### src/sv/updq_pkg.sv
package updq_pkg;
   localparam int PortBits = 16;
   localparam int HandleBits = 12;
   localparam logic [7:0] UdpProto = 8'd17;
   localparam logic [15:0] UdpHdr = 16'd8;

   typedef enum logic [1:0] {
      OP_BIND = 2'd0, OP_UNBIND = 2'd1, OP_DELIVER = 2'd2, OP_RECEIVE = 2'd3
   } op_type;

   typedef enum logic [2:0] {
      ST_OK = 3'd0, ST_UNBOUND = 3'd1, ST_FULL = 3'd2, ST_NOT_UDP = 3'd3,
      ST_EMPTY = 3'd4, ST_TABLE_FULL = 3'd5
   } status_type;

   typedef enum logic [2:0] {
      BK_IDLE, BK_PROBE, BK_READ, BK_WAIT, BK_DRAIN
   } back_state_type;

   typedef struct packed {
      op_type                operation;
      logic [PortBits-1:0]   port;
      logic [7:0]            ip_protocol;
      logic [31:0]           source_ip;
      logic [15:0]           source_port;
      logic [15:0]           udp_length;
      logic [HandleBits-1:0] buffer_handle;
      logic [15:0]           max_length;
   } req_type;

   typedef struct packed {
      status_type            status;
      logic [31:0]           source_ip_out;
      logic [15:0]           source_port_out;
      logic [15:0]           length_out;
      logic [HandleBits-1:0] handle_out;
      logic                  free_buffer;
      logic                  last;
   } rsp_type;

   // Queue entry handed from front to back: request plus stored payload length.
   typedef struct packed {
      req_type     req;
      logic [15:0] pay_len;
   } cmd_type;
endpackage

### src/sv/updq_front.sv
module updq_front
   import updq_pkg::*;
(
   input  logic    clock,
   input  logic    reset,
   input  logic    start,
   output logic    busy,
   input  req_type req,
   output logic    cmd_valid,
   output cmd_type cmd,
   input  logic    cmd_pop
);
   // Two-entry command queue.
   cmd_type    q_ff [2];
   cmd_type    q_in;
   logic [1:0] cnt_ff, cnt_in;
   logic       rd_ff, rd_in;
   logic       push;

   assign busy = (cnt_ff == 2'd2);
   assign push = start && !busy;
   assign cmd_valid = (cnt_ff != 2'd0);
   assign cmd = q_ff[rd_ff];

   always_comb begin
      q_in.req = req;
      q_in.pay_len = (req.udp_length > UdpHdr) ? req.udp_length - UdpHdr : 16'd0;
      cnt_in = cnt_ff + {1'b0, push} - {1'b0, cmd_pop};
      rd_in = rd_ff ^ cmd_pop;
   end

   always_ff @(posedge clock) begin
      if (reset) begin
         cnt_ff <= 2'd0;
         rd_ff <= 1'b0;
      end else begin
         cnt_ff <= cnt_in;
         rd_ff <= rd_in;
      end
      if (push) q_ff[rd_ff ^ cnt_ff[0]] <= q_in;
   end
endmodule

### config.mk
export PLATFORM = sky130hd
export DESIGN_NAME = updq_front
export DESIGN_NICKNAME = d
export VERILOG_FILES = /design/src/sv/updq_pkg.sv /design/src/sv/updq_front.sv
export SDC_FILE = /design/constraint.sdc
export NUM_CORES = 1
export LEC_CHECK = 0
export BUFFER_PORTS_ARGS = -buffer_cell sky130_fd_sc_hd__buf_4
export CAP_MARGIN = 10
export CELL_PAD_IN_SITES_DETAIL_PLACEMENT = 0
export CELL_PAD_IN_SITES_GLOBAL_PLACEMENT = 1
export CORE_MARGIN = 10
export CORE_UTILIZATION = 37
export CTS_BUF_LIST = sky130_fd_sc_hd__clkbuf_4 sky130_fd_sc_hd__clkbuf_8
export CTS_CLUSTER_DIAMETER = 50
export DETAILED_ROUTE_END_ITERATION = 12
export PLACE_DENSITY_LB_ADDON = 0.1
export REMOVE_ABC_BUFFERS = 1
export SLEW_MARGIN = 20
export SYNTH_ARGS = -nofsm -noshare
export SYNTH_HDL_FRONTEND = slang
export SYNTH_SLANG_ARGS = --single-unit
### constraint.sdc
create_clock -name clock -period 13.6 [get_ports clock]
set_input_delay 2.72 -clock clock [delete_from_list [all_inputs] [get_ports clock]]
set_output_delay 2.72 -clock clock [all_outputs]
set_load 0.01 [all_outputs]
---- Word-level counts from Yosys, hierarchy flattened ----
Memory sizes are Yosys's and may differ from the RTL's. A register that Yosys moved wholly into a read port is not among the register bits.
Index checks and enable logic that the tools add are counted.
storage, ports and cells
  register bits ........................... 3
  memory bits (writable) .................. 268
  input port bits ......................... 122
  output and inout bits ................... 136
  logic and storage cells ................. 17
  memories ................................ 1
memories
  name  depth  width  rd ports  clocked after memory_dff  write ports  RTL line          text
  q_ff  2      134    1         1                         1            updq_front.sv:14  cmd_type q_ff [2];
cells by class
  $add $sub $neg .......................... 3
  order comparisons ....................... 1
  equal/unequal tests ..................... 1
  muxes and demuxes ....................... 4
  bitwise operators ....................... 2
  reductions and logical operators ........ 3
operators with widths
  operator                                                                number
  16-bit by 4-bit > comparator with 1-bit output (second input constant)  1
  16-bit 2-to-1 mux                                                       1
  16-bit by 4-bit subtractor with 16-bit output (second input constant)   1
  1-bit 2-to-1 mux                                                        3
  2-bit by 1-bit adder with 2-bit output                                  1
  2-bit == test (second input constant)                                   1
  2-bit nonzero test                                                      1
  2-bit by 1-bit subtractor with 2-bit output                             1
  1-bit bitwise XOR                                                       2
  1-bit logical AND                                                       1
  1-bit logical NOT                                                       1

---- Longest topological paths before layout ----
  depth in word-level cells ............... 5
  mapped depth ............................ 8
  mapped depth without buffers ............ 8

---- Worst setup path after synthesis ----
Ideal clock, no wire load.
  path type ............................... input -> register
  start point ............................. in start
  end point ............................... mem q_ff[0][0] (netlist name), enable pin
  setup time .............................. 0.642 ns
  arrival time ............................ 8.737 ns
  required time ........................... 12.958 ns
  slack ................................... 4.221 ns
  stages .................................. 2
  path buffers ............................ 0
  cell sequence ........................... o21ai_0 nor2b_1
between the ends
  word-level cells in the longest chain between the ends .. 3
ends and longest elaborated chain
  item                                    RTL line          text
  from (decl)                             updq_front.sv:6   input logic start,
  1-bit logical AND                       updq_front.sv:21  assign push = start && !busy;
  1-bit 2-to-1 mux                        updq_front.sv:40  if (push) q_ff[rd_ff ^ cnt_ff[0]] <= q_in;
  1-bit 2-to-1 mux (not written as such)  updq_front.sv:40
  to (decl)                               updq_front.sv:14
No other way between the ends.

==> flow_summary.rst <==
.. list-table::
   :header-rows: 1

   * - Metric
     - Value
   * - Outcome
     - complete, no violations
   * - Average footprint of a synthesized cell
     - 20.8 µm²
   * - Total routing resource utilization after global routing
     - 0.133
   * - Rows
     - 60
   * - Number of global-route vias before repair
     - 5,961
   * - Global-route congestion overflow total
     - 0
   * - Yosys warning count
     - 0
   * - Number of buffers added for setup after CTS
     - 0
   * - Ratio of final minimum period to clock period
     - 0.407
   * - Post-Syn Instances
     - 488
   * - Synth Register Bits
     - 271
   * - Reg2reg path depth
     - 3
   * - Leakage
     - roughly 5 nW
   * - Slack of the critical path
     - 8.07 ns
   * - Final max-slew violation count
     - 0
   * - Reg area
     - 8110 µm²
   * - Detailed-route DRC error count
     - 0
   * - Netlist cell types
     - 26
   * - Max-cap violation count
     - 0
   * - Hold buffers post-CTS
     - 0
   * - Port Buffer Count
     - 257
   * - Placement-stage worst setup slack
     - between 8 and 9 ns
   * - Overall routed net length
     - between 20,000 and 25,000 µm
   * - Worst Max-Slew Pin Slew
     - 0.960 ns
   * - Count of antenna-violating nets left after detailed routing
     - 0
   * - Layout net count
     - 907
   * - VDD IR-drop max
     - 0.0000906 V
   * - Count of cells resized by post-cts repair
     - 0
   * - Hpwl dp
     - 16,000 µm
   * - Worst Path Required
     - 10.88 ns
   * - Clock root buffer
     - clkbuf_8
   * - Final Power
     - between 2 and 2.5 mW
   * - First-pass GRT wire length
     - between 30,000 and 40,000 µm
   * - Time the final worst path needs with I/O delays and setup
     - ~5.5 ns
   * - Die area
     - 34,400 µm²
   * - Total power divided by cell area
     - 174 nW/µm²
   * - Max-slew headroom
     - 0.360
   * - Number of sinks driven by the clock tree
     - 271
   * - Slowest library cell on the worst path
     - dfxtp_4
   * - Number of DRC violations after detailed-routing iteration 0
     - 258
   * - Wirelength per Cell
     - 20.6 µm
   * - Iteration count of the initial detailed-routing pass
     - 4
   * - Clock transition time at the flip-flop clock pins of the worst setup and hold paths
     - 0.05 ns
   * - Share of the yosys chip area belonging to registers
     - 0.800
   * - Die outline height
     - 186 µm
   * - Arrival time at the worst endpoint
     - ~2.8 ns
   * - Vias per Instance
     - 4.70
   * - Antenna violations before repair
     - 1
   * - Maximum clock rate
     - 181 MHz
   * - Hold Fails Final Rpt
     - 0
   * - TritonCTS clock tree
     - done
   * - Signed area change from the synthesized netlist to the final layout
     - 31.9%
   * - Worst hold path class
     - reg2reg
   * - Filler Cells Inserted
     - 2,280
   * - Worst hold slack after final layout
     - 0.588 ns
   * - Endpoint type of the worst setup path
     - output port
   * - Uppermost routed layer
     - met4
   * - Fraction of layout instances using a drive strength above 1
     - 0.583
   * - Launching element type of the critical path
     - flop
   * - Maximum number of pins on one net before global-route repair
     - 80
   * - Latest clock arrival within the worst-skew pair
     - 0.54 ns
   * - Worst-case clock skew
     - 0.0116 ns
   * - Cell Chain, Critical Path
     - buf_6, mux2_2, buf_4
   * - # IOs
     - 258
   * - Maximum level of the CTS H-tree
     - 2
   * - Via total after detailed routing
     - 5,452
   * - Finish-stage setup viols
     - 0
   * - Sum of routed wire segments on met1
     - approximately 9800 µm
   * - Worst hold stages
     - 3
   * - Initial standard-cell utilization of the core
     - 0.376
   * - Largest buffer count on any clock path
     - 3
   * - Wire length on met2
     - 11,600 µm
   * - Floorplan die width
     - ~190 µm
   * - Netlist Area Pre-Place
     - 10,100 µm²
   * - Post-route setup TNS
     - 0 ns
   * - Core ar.
     - 27,000 µm²
   * - Longest individual stage delay on the worst path
     - 0.90 ns
   * - Number of buffers inserted during clock tree synthesis
     - 46
   * - Area of the multi-input gates
     - a little under 2000 µm²
   * - Maximum fanout along the worst path
     - 79
   * - Worst Path Class, Setup
     - reg2out
   * - Routability-driven placement congestion ratio
     - 0.728
   * - Met3 WL post-DR
     - 2000 µm
   * - Unrepaired setup endpoints after global routing
     - no
==> Yosys cell counts <==
cell	count	area [µm²]
buf_12	1	20.0
ha_1	3	37.5
o21ai_0	1	5.00
or3_1	1	6.26
xor2_1	3	26.3
nand2_1	1	3.75
mux2_2	134	1510
nor4_1	3	18.8
o21a_4	1	15.0
edfxtp_1	268	8050
nor4_4	1	21.3
or3_2	1	7.51
inv_1	4	15.0
or4_4	2	22.5
buf_2	5	25.0
nor2_1	21	78.8
nand3b_1	1	7.51
dfxtp_1	3	60.1
nor2b_1	6	37.5
a21boi_0	1	7.51
nand3_1	1	5.00
xnor2_1	11	96.3
clkbuf_1	10	37.5
nor4b_1	1	8.76
nor3_1	3	15.0
or2_2	1	6.26
==> stage by stage <==
stage | utilization | cells | instance area, µm²
2_1_floorplan | - | 472 | 10100
4_1_cts | 0.496 | 1158 | 13400
5_1_grt | 0.496 | 1159 | 13400
3_5_place_dp | 0.463 | 1075 | 12500
6_report | 0.496 | 1160 | 13400
3_3_place_gp | 0.463 | 1075 | 12500
==> layer usage <==
metal,GRT usage,vias up
met3,0.0480,43
met2,0.216,210
li1,-,2513
met4,0.0461,0
met5,0,-
met1,0.161,2686
==> critical path, delay by kind of cell, from the launching register on <==
kind / cells / cell delay [ns]
mux: 1 / 0.43
buf+inv: 2 / 0.86
flops: 1 / 0.90
==> kinds of logic (layout without fill, tap and decap cells) <==
kind of cell | after synthesis | count (layout) | share of synthesized area
flops | 271 | 271 | 0.800
xor+xnor | 14 | 14 | 0.0121
mux | 134 | 134 | 0.149
other cells | 0 | 2 | 0
fa+ha+maj | 3 | 3 | 0.00370
simple gates | 43 | 43 | 0.0236
buf+inv | 20 | 349 | 0.00962
compound gates | 3 | 3 | 0.00271
==> where the power goes <==
part	internal, mW	total [mW]	leakage [nW]	switching, mW
combinational	0.218	0.472	1.93	0.254
sequential	1.11	1.15	2.52	0.0383
clock	0.396	0.703	0.479	0.307
==> worst paths after layout <==
path | endpoint | start | slack [ns]
setup / recovery | cmd[40] | rd_ff | 8.07
hold / removal | cnt_ff[1] | cnt_ff[1] | 0.59
setup reg to reg | q_ff[0][86] | rd_ff | 11.03
hold reg to reg | cnt_ff[1] | cnt_ff[1] | 0.59
==> final cells by class <==
class / instances / share of cell area
diodes: 2 / 0.000374
clock buffers: 66 / 0.0600
well taps: 341 / 0.0319
inverters: 4 / 0.00112
clock inverters: 17 / 0.00711
flip-flops and latches: 271 / 0.606
multi-input cells: 197 / 0.146
repair buffers: 262 / 0.147
==> cells in the final DEF (no fill, tap or decap), types with 2 or more instances in the layout <==
cell type,count
nor2b_1,5
nor4_1,3
clkinv_1,12
xnor2_1,11
nor2_1,20
clkbuf_4,17
mux2_2,134
inv_1,4
buf_4,261
dfxtp_1,2
or4_4,2
edfxtp_1,268
ha_1,3
clkbuf_8,49
nor3_1,3
xor2_1,3
clkinv_2,4
diode_2,2
==> flip-flops by register name, summed over array words and instances (netlist names) <==
signal and cells:
q_ff 268, cnt_ff 2, rd_ff 1
No activity file was read; power rests on OpenSTA's default activity.
